`config.mk`:
```
export PLATFORM = sky130hd
export DESIGN_NAME = buddy_block_allocator
export DESIGN_NICKNAME = d
export VERILOG_FILES = /design/src/design/bba_pkg.sv /design/src/design/buddy_block_allocator.sv /design/src/design/bba_tree.sv
export SDC_FILE = /design/constraint.sdc
export NUM_CORES = 1
export LEC_CHECK = 0
export BUFFER_PORTS_ARGS = -buffer_cell sky130_fd_sc_hd__clkbuf_2
export CAP_MARGIN = 10
export CORE_ASPECT_RATIO = 1.25
export CORE_MARGIN = 4
export CORE_UTILIZATION = 40
export CTS_CLUSTER_SIZE = 8
export DETAILED_ROUTE_END_ITERATION = 10
export GPL_TIMING_DRIVEN = 0
export PLACE_DENSITY = 0.58
export SYNTH_ARGS = -nofsm -noshare
export SYNTH_HDL_FRONTEND = slang
export SYNTH_SLANG_ARGS = --single-unit
```
`constraint.sdc`:
```
create_clock -name clk_i -period 9.3 [get_ports clk_i]
set_input_delay 0.93 -clock clk_i [delete_from_list [all_inputs] [get_ports clk_i]]
set_output_delay 0.93 -clock clk_i [all_outputs]
set_load 0.02 [all_outputs]
```
`src/design/bba_pkg.sv`:
```
package bba_pkg;

  localparam int unsigned Units  = 64;
  localparam int unsigned TopLvl = 6;
  localparam int unsigned NodeW  = 7;
  localparam int unsigned Depth  = 2 * Units;

  localparam logic OP_ALLOC = 1'b0;
  localparam logic OP_FREE  = 1'b1;

  localparam logic [1:0] STATUS_OK     = 2'd0;
  localparam logic [1:0] STATUS_NO_FIT = 2'd1;
  localparam logic [1:0] STATUS_BAD    = 2'd2;

  typedef enum logic [2:0] {
    ST_CLEAR,
    ST_IDLE,
    ST_SCAN,
    ST_SPLIT,
    ST_FCHK,
    ST_MERGE,
    ST_FIN
  } state_e;

  typedef struct packed {
    logic [NodeW-1:0] rd_addr;
    logic             free_we;
    logic [NodeW-1:0] free_wa;
    logic             free_wd;
    logic             alloc_we;
    logic [NodeW-1:0] alloc_wa;
    logic             alloc_wd;
  } mem_req_t;

  // Index of the leading one: tree depth of a heap-ordered node.
  function automatic logic [2:0] node_depth(input logic [NodeW-1:0] n);
    logic [2:0] d;
    d = 3'd0;
    for (int i = 0; i < NodeW; i++) begin
      if (n[i]) d = 3'(i);
    end
    return d;
  endfunction

  function automatic logic [2:0] node_lvl(input logic [NodeW-1:0] n);
    return 3'(TopLvl) - node_depth(n);
  endfunction

  function automatic logic [5:0] node_off(input logic [NodeW-1:0] n);
    logic [NodeW-1:0] m;
    m = n & ~(7'd1 << node_depth(n));
    return 6'(m << node_lvl(n));
  endfunction

  // Smallest k with 2^k >= d, for d >= 1.
  function automatic logic [2:0] ceil_lg(input logic [6:0] d);
    logic [6:0] dm1;
    logic [2:0] k;
    dm1 = d - 7'd1;
    k   = 3'd0;
    for (int i = 0; i < 7; i++) begin
      if (dm1[i]) k = 3'(i + 1);
    end
    return k;
  endfunction

  function automatic logic [5:0] size_mask(input logic [2:0] s);
    return 6'((7'd1 << s) - 7'd1);
  endfunction

endpackage

```
`src/design/buddy_block_allocator.sv`:
```
// Buddy allocator over 64 units, the block tree held as free and granted marks in two
// one-bit RAMs of 128 nodes. After reset a clearing pass over all nodes runs with busy_o
// high. An allocate request scans all 127 nodes, one RAM read per cycle, then splits
// down one tree level per cycle. A free request checks that the block is granted, then
// absorbs free buddies one level at a time and marks the merged block free. A free that
// fails the size or alignment check, or a demand above the pool, is answered straight
// from idle, and a free of a block that is not granted once its granted mark is read.
// Each request yields exactly one result on done_o for one cycle; the receiver cannot
// stall it, and a new request may start in that cycle.
module buddy_block_allocator (
  input  logic       clk_i,
  input  logic       rst_ni,
  input  logic       start_i,
  output logic       busy_o,
  input  logic       op_i,
  input  logic [6:0] demand_units_i,
  input  logic [5:0] free_offset_i,
  input  logic [2:0] free_size_log2_i,
  output logic       done_o,
  output logic [1:0] status_o,
  output logic [5:0] block_offset_o,
  output logic [2:0] block_size_log2_o
);
  import bba_pkg::*;

  state_e           state_q, state_d;
  logic [NodeW-1:0] cnt_q, cnt_d;
  logic             chk_v_q, chk_v_d;
  logic [NodeW-1:0] chk_n_q, chk_n_d;
  logic             best_v_q, best_v_d;
  logic [NodeW-1:0] best_n_q, best_n_d;
  logic [5:0]       best_off_q, best_off_d;
  logic [2:0]       k_q, k_d;
  logic [NodeW-1:0] cur_q, cur_d;
  logic [5:0]       off_q, off_d;
  logic [2:0]       s_q, s_d;
  logic             done_q, done_d;
  logic [1:0]       status_q, status_d;
  logic [5:0]       res_off_q, res_off_d;
  logic [2:0]       res_size_q, res_size_d;

  mem_req_t         mreq;
  logic             free_rd;
  logic             alloc_rd;

  logic             accept;
  logic [6:0]       dem;
  logic             free_bad;
  logic [NodeW-1:0] free_node;
  logic             hit;
  logic [NodeW-1:0] nxt;

  bba_tree u_tree (
    .clk_i      (clk_i),
    .req_i      (mreq),
    .free_rd_o  (free_rd),
    .alloc_rd_o (alloc_rd)
  );

  assign accept    = start_i && (state_q == ST_IDLE);
  assign dem       = (demand_units_i == 7'd0) ? 7'd1 : demand_units_i;
  assign free_bad  = (free_size_log2_i > 3'(TopLvl)) ||
                     ((free_offset_i & size_mask(free_size_log2_i)) != 6'd0);
  assign free_node = (7'd1 << (3'(TopLvl) - free_size_log2_i)) +
                     7'(free_offset_i >> free_size_log2_i);
  assign hit       = chk_v_q && free_rd && (node_lvl(chk_n_q) >= k_q) &&
                     (!best_v_q || (node_off(chk_n_q) < best_off_q));
  assign nxt       = cur_q >> 1;

  always_comb begin
    state_d    = state_q;
    cnt_d      = cnt_q;
    chk_v_d    = 1'b0;
    chk_n_d    = chk_n_q;
    best_v_d   = best_v_q;
    best_n_d   = best_n_q;
    best_off_d = best_off_q;
    k_d        = k_q;
    cur_d      = cur_q;
    off_d      = off_q;
    s_d        = s_q;
    done_d     = 1'b0;
    status_d   = status_q;
    res_off_d  = res_off_q;
    res_size_d = res_size_q;
    mreq       = '0;
    mreq.rd_addr = cnt_q;

    case (state_q)
      ST_CLEAR: begin
        mreq.free_we  = 1'b1;
        mreq.free_wa  = cnt_q;
        mreq.free_wd  = (cnt_q == 7'd1);
        mreq.alloc_we = 1'b1;
        mreq.alloc_wa = cnt_q;
        mreq.alloc_wd = 1'b0;
        cnt_d         = cnt_q + 7'd1;
        if (cnt_q == 7'(Depth - 1)) state_d = ST_IDLE;
      end
      ST_IDLE: begin
        mreq.rd_addr = free_node;
        if (accept) begin
          if (op_i == OP_ALLOC) begin
            if (dem > 7'(Units)) begin
              done_d     = 1'b1;
              status_d   = STATUS_NO_FIT;
              res_off_d  = 6'd0;
              res_size_d = 3'd0;
            end else begin
              k_d      = ceil_lg(dem);
              cnt_d    = 7'd1;
              best_v_d = 1'b0;
              state_d  = ST_SCAN;
            end
          end else begin
            off_d = free_offset_i;
            s_d   = free_size_log2_i;
            if (free_bad) begin
              done_d     = 1'b1;
              status_d   = STATUS_BAD;
              res_off_d  = free_offset_i;
              res_size_d = free_size_log2_i;
            end else begin
              cur_d   = free_node;
              state_d = ST_FCHK;
            end
          end
        end
      end
      ST_SCAN: begin
        // Issue one node read per cycle; evaluate the node read last cycle.
        if (cnt_q != 7'd0) begin
          chk_v_d = 1'b1;
          chk_n_d = cnt_q;
          cnt_d   = cnt_q + 7'd1;
        end
        if (hit) begin
          best_v_d   = 1'b1;
          best_n_d   = chk_n_q;
          best_off_d = node_off(chk_n_q);
        end
        if (chk_v_q && (chk_n_q == 7'(Depth - 1))) begin
          if (!best_v_d) begin
            done_d     = 1'b1;
            status_d   = STATUS_NO_FIT;
            res_off_d  = 6'd0;
            res_size_d = 3'd0;
            state_d    = ST_IDLE;
          end else begin
            mreq.free_we = 1'b1;
            mreq.free_wa = best_n_d;
            mreq.free_wd = 1'b0;
            cur_d        = best_n_d;
            state_d      = ST_SPLIT;
          end
        end
      end
      ST_SPLIT: begin
        if (node_lvl(cur_q) > k_q) begin
          // Free the upper half, descend into the lower half.
          mreq.free_we = 1'b1;
          mreq.free_wa = {cur_q[NodeW-2:0], 1'b1};
          mreq.free_wd = 1'b1;
          cur_d        = {cur_q[NodeW-2:0], 1'b0};
        end else begin
          mreq.free_we  = 1'b1;
          mreq.free_wa  = cur_q;
          mreq.free_wd  = 1'b0;
          mreq.alloc_we = 1'b1;
          mreq.alloc_wa = cur_q;
          mreq.alloc_wd = 1'b1;
          done_d        = 1'b1;
          status_d      = STATUS_OK;
          res_off_d     = best_off_q;
          res_size_d    = k_q;
          state_d       = ST_IDLE;
        end
      end
      ST_FCHK: begin
        mreq.rd_addr = cur_q ^ 7'd1;
        if (!alloc_rd) begin
          done_d     = 1'b1;
          status_d   = STATUS_BAD;
          res_off_d  = off_q;
          res_size_d = s_q;
          state_d    = ST_IDLE;
        end else begin
          mreq.alloc_we = 1'b1;
          mreq.alloc_wa = cur_q;
          mreq.alloc_wd = 1'b0;
          state_d       = (cur_q == 7'd1) ? ST_FIN : ST_MERGE;
        end
      end
      ST_MERGE: begin
        mreq.rd_addr = nxt ^ 7'd1;
        if (free_rd) begin
          // Absorb the free buddy and climb one level.
          mreq.free_we = 1'b1;
          mreq.free_wa = cur_q ^ 7'd1;
          mreq.free_wd = 1'b0;
          cur_d        = nxt;
          if (nxt == 7'd1) state_d = ST_FIN;
        end else begin
          state_d = ST_FIN;
        end
      end
      ST_FIN: begin
        mreq.free_we = 1'b1;
        mreq.free_wa = cur_q;
        mreq.free_wd = 1'b1;
        done_d       = 1'b1;
        status_d     = STATUS_OK;
        res_off_d    = off_q;
        res_size_d   = s_q;
        state_d      = ST_IDLE;
      end
      default: begin
        state_d = ST_IDLE;
      end
    endcase
  end

  always_ff @(posedge clk_i or negedge rst_ni) begin
    if (!rst_ni) begin
      state_q  <= ST_CLEAR;
      cnt_q    <= '0;
      chk_v_q  <= 1'b0;
      best_v_q <= 1'b0;
      done_q   <= 1'b0;
    end else begin
      state_q  <= state_d;
      cnt_q    <= cnt_d;
      chk_v_q  <= chk_v_d;
      best_v_q <= best_v_d;
      done_q   <= done_d;
    end
  end

  always_ff @(posedge clk_i) begin
    chk_n_q    <= chk_n_d;
    best_n_q   <= best_n_d;
    best_off_q <= best_off_d;
    k_q        <= k_d;
    cur_q      <= cur_d;
    off_q      <= off_d;
    s_q        <= s_d;
    status_q   <= status_d;
    res_off_q  <= res_off_d;
    res_size_q <= res_size_d;
  end

  assign busy_o            = (state_q != ST_IDLE);
  assign done_o            = done_q;
  assign status_o          = status_q;
  assign block_offset_o    = res_off_q;
  assign block_size_log2_o = res_size_q;

  a_clear_quiet: assert property (@(posedge clk_i) disable iff (!rst_ni)
    (state_q == ST_CLEAR) |-> !done_o)
    else $error("result during clearing pass");

  a_grant_aligned: assert property (@(posedge clk_i) disable iff (!rst_ni)
    (done_o && (status_o == STATUS_OK)) |->
      ((block_offset_o & size_mask(block_size_log2_o)) == 6'd0))
    else $error("granted block not aligned to its size");

  a_split_floor: assert property (@(posedge clk_i) disable iff (!rst_ni)
    (state_q == ST_SPLIT) |-> (node_lvl(cur_q) >= k_q))
    else $error("split went below demanded size");

  a_merge_root: assert property (@(posedge clk_i) disable iff (!rst_ni)
    (state_q == ST_MERGE) |-> (cur_q != 7'd1) && (cur_q != 7'd0))
    else $error("merge climbed past root");

endmodule

```
`src/design/bba_tree.sv`:
```
module bba_tree (
  input  logic              clk_i,
  input  bba_pkg::mem_req_t req_i,
  output logic              free_rd_o,
  output logic              alloc_rd_o
);
  import bba_pkg::*;

  logic free_mem  [Depth];
  logic alloc_mem [Depth];
  logic free_rd_q;
  logic alloc_rd_q;

  always_ff @(posedge clk_i) begin
    if (req_i.free_we) free_mem[req_i.free_wa] <= req_i.free_wd;
    free_rd_q <= free_mem[req_i.rd_addr];
  end

  always_ff @(posedge clk_i) begin
    if (req_i.alloc_we) alloc_mem[req_i.alloc_wa] <= req_i.alloc_wd;
    alloc_rd_q <= alloc_mem[req_i.rd_addr];
  end

  assign free_rd_o  = free_rd_q;
  assign alloc_rd_o = alloc_rd_q;

endmodule
```
==> key figures, run 1 <==
Outcome
  • Status: completed

Setup path
  • WP data required: 9.60 ns
  • RR Endpoint: u_tree.free_mem[2]$_DFFE_PP_
  • Setup crit start: chk_n_q[2]$_DFFE_PP_
  • R2r setup slk: 2.87 ns
  • Worst setup SP type: register
  • Worst setup path class: reg -> reg
  • Critical Path AT: 6.73 ns
  • R2R cell count: 22
  • Worst R2R Start: chk_n_q[2]$_DFFE_PP_
  • Crit path to: u_tree.free_mem[2]$_DFFE_PP_
  • Crit-path max FO: 12
  • Type of destination of the critical path: register

Global route
  • Number of global-route vias before repair: 13036
  • Total congestion overflow: 0
  • Largest net degree at the start of global routing: 54
  • First-pass GRT wire length: 80900 um
  • Antenna violations before repair: 0
  • Total track usage: 0.236

Die
  • Initial core utilization: 0.406
  • Die W: 191 um
  • Die area: 45300 um^2
  • IO Pins: 33
  • Die Y: 237 um
  • Row Count: 83
  • Core area: 41300 um^2

Cells and area
  • Area grow syn2layout: 13.6%
  • ANT cells: 0
  • Layout cells sized above 1: 0.0866
  • Nets: 1778
  • Area of the multi-input gates: 6720 um^2
  • Filler cells: 4006
  • Register area: 9550 um^2

Detailed routing
  • Vias: 13716
  • Vias per cell: 5.98
  • Post-route antenna net violation count: 0
  • Routed wire length: 55000 um
  • Routed wire per std cell: 24.0 um
  • DRC Markers: 0
  • DR pass1 iterations: 6
  • Initial DRC count: 1641

Place
  • Post-DP HPWL: 38100 um
  • Dpl ws: 2.50 ns
  • GP Congestion: 0.918
  • IO Port Bufs: 32

Yosys
  • Synth async-reset ratio: 0.0405
  • Synth Cell Area: 16800 um^2
  • Yosys reg bits: 321
  • Avg Cell Area, Syn: 10.2 um^2
  • Commonest register cell after synthesis: edfxtp_1
  • EDFF count, synth: 306
  • Synth top area share: 0.547
  • Count leader, synth: nor2_1
  • Top post-synthesis cells by count: nor2_1, edfxtp_1, nand2_1, a21oi_1, clkbuf_1
  • Yosys warns: 0
  • Sequential area share after synthesis: 0.569
  • Top cells by area, synth: edfxtp_1, nor2_1, nand2_1, mux2i_1, a21oi_1
  • Post-Syn Instances: 1643
  • Net count after synthesis: 1692
  • Post-synth top area cell: edfxtp_1
  • Post-synth cell types: 80

Flow run
  • Max cap viols: 0

Clock tree
  • CTS buffer count: 46
  • Clock latency on the worst-skew pair: 0.57 ns
  • Hold_buf cts: 0
  • Maximum clock path buffer count: 3
  • # Post-CTS Setup Buffers: 0
  • Clock Sinks: 321
  • Reg clk slew, reported paths: 0.06 ns
  • Clock root buffer: clkbuf_16
  • Cts repair resizes: 0
  • CTS tree: done
  • CTS H-Tree Depth: 2

STA
  • Peak Freq: 156 MHz
  • Tmin final: 6.43 ns
  • Setup TNS: 0 ns
  • # setup viols final: 0
  • Hold Vio Cnt, Final: 0
  • Pins Over Slew Limit: 0
  • Setup ws final: 2.87 ns
  • Final Skew: 0.0176 ns
  • Tcrit/Tclk final: 0.691
  • Max_slew headroom: 0.0929
  • Slew @ Worst Pin: 1.36 ns
  • Unrepaired setup endpoints after global routing: false

Pwr
  • PwrDens: 379 nW/um^2
  • Peak VDD IR: 0.226 mV
  • Leak: 6.61 nW

Worst hold path
  • Hold Crit Class: in -> async
## metrics by stage
stage / hold slack (ns) / cells / power [mW] / utilization / cell area (um^2)
after detailed placement: 0.433 / 2233 / 5.64 / 0.431 / 17800
after CTS: 0.293 / 2295 / 7.17 / 0.461 / 19100
after global routing: 0.312 / 2295 / 7.55 / 0.462 / 19100
after global placement: 0.433 / 2227 / 5.61 / 0.427 / 17600
after floorplan: 0.423 / 1643 / 4.21 / - / 16800
final: 0.291 / 2295 / 7.24 / 0.462 / 19100
## layout by cell type, fill, tap and decap left out, types with 30 or more instances in the layout
cell type  netlist  layout
a211oi_1        34      34
a21oi_1         81      81
nand3_1         50      50
inv_1           30      30
nand2_1        236     236
clkbuf_1        71      82
nor2_1         322     321
clkbuf_16        0      46
mux2i_1         54      54
o21ai_0         53      53
edfxtp_1       306     306
clkbuf_2         0      32
## cell families (layout without fill, tap and decap cells)
group,Yosys count,after routing,share of synthesized area
adder cells (fa/ha/maj),29,29,0.0221
flip-flops,321,321,0.569
AO/OA/AOI/OAI,339,339,0.142
XOR/XNOR,12,12,0.00626
buffers and inverters,139,239,0.0335
AND/OR/NAND/NOR,741,741,0.190
multiplexers,62,62,0.0376
## worst min path at each step
| stage | from | end | cells after the start |
|---|---|---|---|
| after detailed placement | cnt_q[5]$_DFFE_PN0P_ | chk_n_q[5]$_DFFE_PP_ | 0 |
| after floorplan | cnt_q[5]$_DFFE_PN0P_ | chk_n_q[5]$_DFFE_PP_ | 0 |
| after global placement | cnt_q[5]$_DFFE_PN0P_ | chk_n_q[5]$_DFFE_PP_ | 0 |
| after CTS | rst_ni | cnt_q[1]$_DFFE_PN0P_ | 1 |
| after global routing | rst_ni | state_q[0]$_DFFE_PN0P_ | 1 |
| final | rst_ni | cnt_q[1]$_DFFE_PN0P_ | 1 |
## layer usage
metal / up-vias / part of all wire / track usage
li1: 6167 / - / -
met1: 6698 / 0.38 / 0.289
met2: 694 / 0.49 / 0.404
met3: 157 / 0.075 / 0.0377
met4: 0 / 0.057 / 0.117
met5: - / 0 / 0
## final cells by class
class / count / area share
clock buffers: 58 / 0.0632
repair buffers: 38 / 0.0148
clock inverters: 4 / 0.00348
multi-input cells: 1183 / 0.352
well taps: 552 / 0.0362
plain buffers: 104 / 0.0226
inverters: 35 / 0.00689
flip-flops and latches: 321 / 0.501
## state kept, by name (all words and copies together), names as in the netlist, 2 cells and up
signal and flops:
state_q 3, off_q 6, block_size_log2_o 3, k_q 3, best_n_q 7, status_o 2, block_offset_o 6, u_tree.free_mem 128
u_tree.alloc_mem 128, cnt_q 7, cur_q 7, s_q 3, best_off_q 6, chk_n_q 7
## worst max-delay path: stages, from the launching register on
cell and delay, ns:
edfxtp_1 0.49, nand2b_1 0.19, a21oi_1 0.14, nor2_1 0.05
nor2_1 0.30, inv_1 0.17, buf_1 0.33, ha_1 0.32
mux2i_1 0.13, o221ai_1 0.17, mux2_2 0.30, nor2_1 0.20
ha_1 0.29, a21o_1 0.17, a21o_1 0.19, a21o_1 0.21
a311oi_4 0.34, o21a_1 0.19, clkbuf_1 0.44, a2111o_1 0.30
nand3b_1 0.47, clkbuf_1 0.63, nor2_1 0.13
## power breakdown
group | switching [mW] | internal [mW]
combinational | 2.70 | 0.999
sequential | 0.0973 | 1.91
clock | 0.626 | 0.901
total | 3.43 | 3.81
Power figures use the tool's default switching activity.
==> inputs of run 2 (changes only) <==
--- a/config.mk
+++ b/config.mk
@@ -13,7 +13,7 @@
 export CTS_CLUSTER_SIZE = 8
 export DETAILED_ROUTE_END_ITERATION = 10
 export GPL_TIMING_DRIVEN = 0
-export PLACE_DENSITY = 0.58
+export PLACE_DENSITY = 0.6
 export SYNTH_ARGS = -nofsm -noshare
 export SYNTH_HDL_FRONTEND = slang
 export SYNTH_SLANG_ARGS = --single-unit
==> constraint.sdc (replaced) <==
create_clock -name clk_i -period 5.7 [get_ports clk_i]
set_input_delay 0.57 -clock clk_i [delete_from_list [all_inputs] [get_ports clk_i]]
set_output_delay 0.57 -clock clk_i [all_outputs]
set_load 0.02 [all_outputs]
==> key figures, run 2 (synthesis gave the netlist of run 1 again) <==
Cells and area
  • Most frequent cells in the layout: nor2_1, edfxtp_1, nand2_1 (unchanged)
  • ANT cells: 0 (unchanged)
  • Nets: 1782 (was 1778)
  • Layout cells sized above 1: 0.106 (was 0.0866)
  • Area grow syn2layout: 14.6% (was 13.6%)
  • Finished Layout Cells: 2301 (was 2295)
  • Registers with the most flip-flops: u_tree.alloc_mem: 128 flops, u_tree.free_mem: 128 flops (unchanged)
  • Commonest non-fill, non-tap cell in the layout: nor2_1 (unchanged)

Place
  • Post-DP HPWL: 38000 um (was 38100 um)
  • IO Port Bufs: 32 (unchanged)
  • GP Congestion: 0.960 (was 0.918)
  • Placed Cells: 2233 (unchanged)

Clock tree
  • CTS buffer count: 46 (unchanged)
  • Clock root buffer: clkbuf_16 (unchanged)
  • Reg clk slew, reported paths: 0.05 ns (was 0.06 ns)
  • Maximum clock path buffer count: 3 (unchanged)
  • CTS H-Tree Depth: 2 (unchanged)
  • Clock latency on the worst-skew pair: 0.57 ns (about the same)
  • Clock Sinks: 321 (unchanged)
  • CTS tree: done (unchanged)

Pwr
  • Leak: 6.70 nW (was 6.61 nW)
  • PwrDens: 620 nW/um^2 (was 379 nW/um^2)
  • Peak VDD IR: 0.293 mV (was 0.226 mV)
  • Overall power: 11.9 mW (was 7.24 mW)

Detailed routing
  • DR pass1 iterations: 5 (was 6)
  • Vias: 13818 (was 13716)
  • Vias per cell: 6.01 (was 5.98)
  • Post-route antenna net violation count: 0 (unchanged)
  • DRC Markers: 0 (unchanged)
  • Initial DRC count: 1479 (was 1641)
  • Routed wire length: 55200 um (was 55000 um)
  • Routed wire per std cell: 24.0 um (about the same)

Die
  • Core area: 41300 um^2 (unchanged)
  • Row Count: 83 (unchanged)
  • Die W: 191 um (unchanged)
  • IO Pins: 33 (unchanged)
  • Die area: 45300 um^2 (unchanged)
  • Die Y: 237 um (unchanged)
  • Initial core utilization: 0.406 (unchanged)

Worst hold path
  • Hold Path Stages: 1
  • Hold Crit Class: in -> reg (was in -> async)
  • Hold path start: free_offset_i[3]

STA
  • Max_slew headroom: 0.152 (was 0.0929)
  • Peak Freq: 184 MHz (was 156 MHz)
  • Tcrit/Tclk final: 0.951 (was 0.691)
  • Final Skew: 0.0193 ns (was 0.0176 ns)
  • Pins Over Slew Limit: 0 (unchanged)
  • Unrepaired setup endpoints after global routing: false (unchanged)
  • Setup TNS: 0 ns (unchanged)
  • Tmin final: 5.42 ns (was 6.43 ns)
  • Hold Vio Cnt, Final: 0 (unchanged)
  • Slew @ Worst Pin: 1.27 ns (was 1.36 ns)
  • # setup viols final: 0 (unchanged)

Setup path
  • R2R cell count: 23 (was 22)
  • Slowest stage delay, CP: 0.52 ns (was 0.63 ns)
  • Critical path's top delay family: compound AO/OA/AOI/OAI gates (unchanged)
  • Worst setup SP type: register (unchanged)
  • Setup crit start: chk_n_q[2]$_DFFE_PP_ (unchanged)
  • Crit-path max FO: 12 (unchanged)
  • Worst setup path class: reg -> reg (unchanged)
  • Crit-path cells: nand2b_1, a21oi_1, nor2_1, nor2_2, inv_1, buf_4, ha_1, mux2i_1, o221ai_1, mux2_2, nor2_2, ha_1, a21o_1, a21o_1, a21o_1, a311oi_4, nor4_2, buf_6, a2111o_1, buf_4, or3_4, buf_4, nor2_1 (was nand2b_1, a21oi_1, nor2_1, nor2_1, inv_1, buf_1, ha_1, mux2i_1, o221ai_1, mux2_2, nor2_1, ha_1, a21o_1, a21o_1, a21o_1, a311oi_4, o21a_1, clkbuf_1, a2111o_1, nand3b_1, clkbuf_1, nor2_1)
  • Worst path slowest cell: a2111o_1 (was clkbuf_1)
  • Type of destination of the critical path: register (unchanged)
  • Critical Path Stages: 23 (was 22)
  • Critical Path AT: 5.69 ns (was 6.73 ns)
  • Worst R2R Start: chk_n_q[2]$_DFFE_PP_ (unchanged)
  • WP buf/inv: 5 (was 4)
  • WP data required: 5.97 ns (was 9.60 ns)

Global route
  • First-pass GRT wire length: 81800 um (was 80900 um)
  • Number of global-route vias before repair: 13498 (was 13036)
  • Total congestion overflow: 0 (unchanged)
  • Largest net degree at the start of global routing: 54 (unchanged)
  • Total track usage: 0.237 (was 0.236)
  • Antenna violations before repair: 0 (unchanged)

Outcome
  • Status: completed (unchanged)

Flow run
  • Max cap viols: 0 (unchanged)
[run 2: cell types whose count changed in the layout (fill, tap and decap cells not counted), sizes merged]
cell,previous run,this run
dlygate4sd3,0,1
clkinvlp,1,0
clkbuf,161,163
buf,39,43
inv,34,32
clkinv,4,6
[run 2: area by class of cell]
cell class | instances | area [um^2]
sequential | 321 | 9550
multi-input combinational | 1183 | 6800
inverter | 35 | 131
clock buffer | 61 | 1240
buffer | 100 | 444
fill | 3995 | 22100
timing repair buffer | 46 | 327
tap | 552 | 691
clock inverter | 3 | 63.8
[run 2: metrics by stage]
| stage | utilization | hold WS, ns | cell area, um^2 | setup WS (ns) |
|---|---|---|---|---|
| 4_1_cts | 0.464 | 0.247 | 19200 | 0.0121 |
| 3_5_place_dp | 0.430 | 0.441 | 17800 | -0.803 |
| 2_1_floorplan | - | 0.274 | 16800 | 0.447 |
| 6_report | 0.466 | 0.272 | 19200 | 0.279 |
| 3_3_place_gp | 0.427 | 0.433 | 17700 | -1.93 |
| 5_1_grt | 0.466 | 0.271 | 19200 | 0.0322 |
[run 2: worst paths after layout]
kind                                                      end  slack [ns]
worst min register to register           chk_n_q[5]$_DFFE_PP_        0.45
worst max-delay path            u_tree.free_mem[89]$_DFFE_PP_        0.28
worst max register to register  u_tree.free_mem[89]$_DFFE_PP_        0.28
min in group asynchronous                cnt_q[0]$_DFFE_PN0P_        0.51
max in group asynchronous                cnt_q[3]$_DFFE_PN0P_        4.86
worst min-delay path                       off_q[3]$_DFFE_PP_        0.27
[run 2: what timing repair did]
action	CTS	global route
resized for setup	28	22
pin swaps	1	5
buffers inserted	3	2
endpoints found under the setup margin	130	162
hold buffers	1	0
endpoints found under the hold margin	13	0
[run 2: worst register-to-register path, cell delays in order, from the launching register on]
cell	delay, ns
edfxtp_1	0.38
nand2b_1	0.15
a21oi_1	0.13
nor2_1	0.06
nor2_2	0.16
inv_1	0.12
buf_4	0.21
ha_1	0.22
mux2i_1	0.14
o221ai_1	0.17
mux2_2	0.30
nor2_2	0.13
ha_1	0.26
a21o_1	0.16
a21o_1	0.17
a21o_1	0.20
a311oi_4	0.28
nor4_2	0.14
buf_6	0.17
a2111o_1	0.52
buf_4	0.20
or3_4	0.47
buf_4	0.23
nor2_1	0.15
[run 2: layer usage]
metal,track usage,part of all wire,vias up
met2,0.407,0.49,718
met1,0.286,0.38,6744
li1,-,-,6169
met3,0.0321,0.075,187
met5,0,0,-
met4,0.132,0.063,0
[run 2: where the power goes]
part	switching [mW]	internal, mW	total, mW
logic	4.46	1.69	6.15
registers	0.170	3.12	3.29
clock network	1.01	1.50	2.51
total	5.63	6.31	11.9
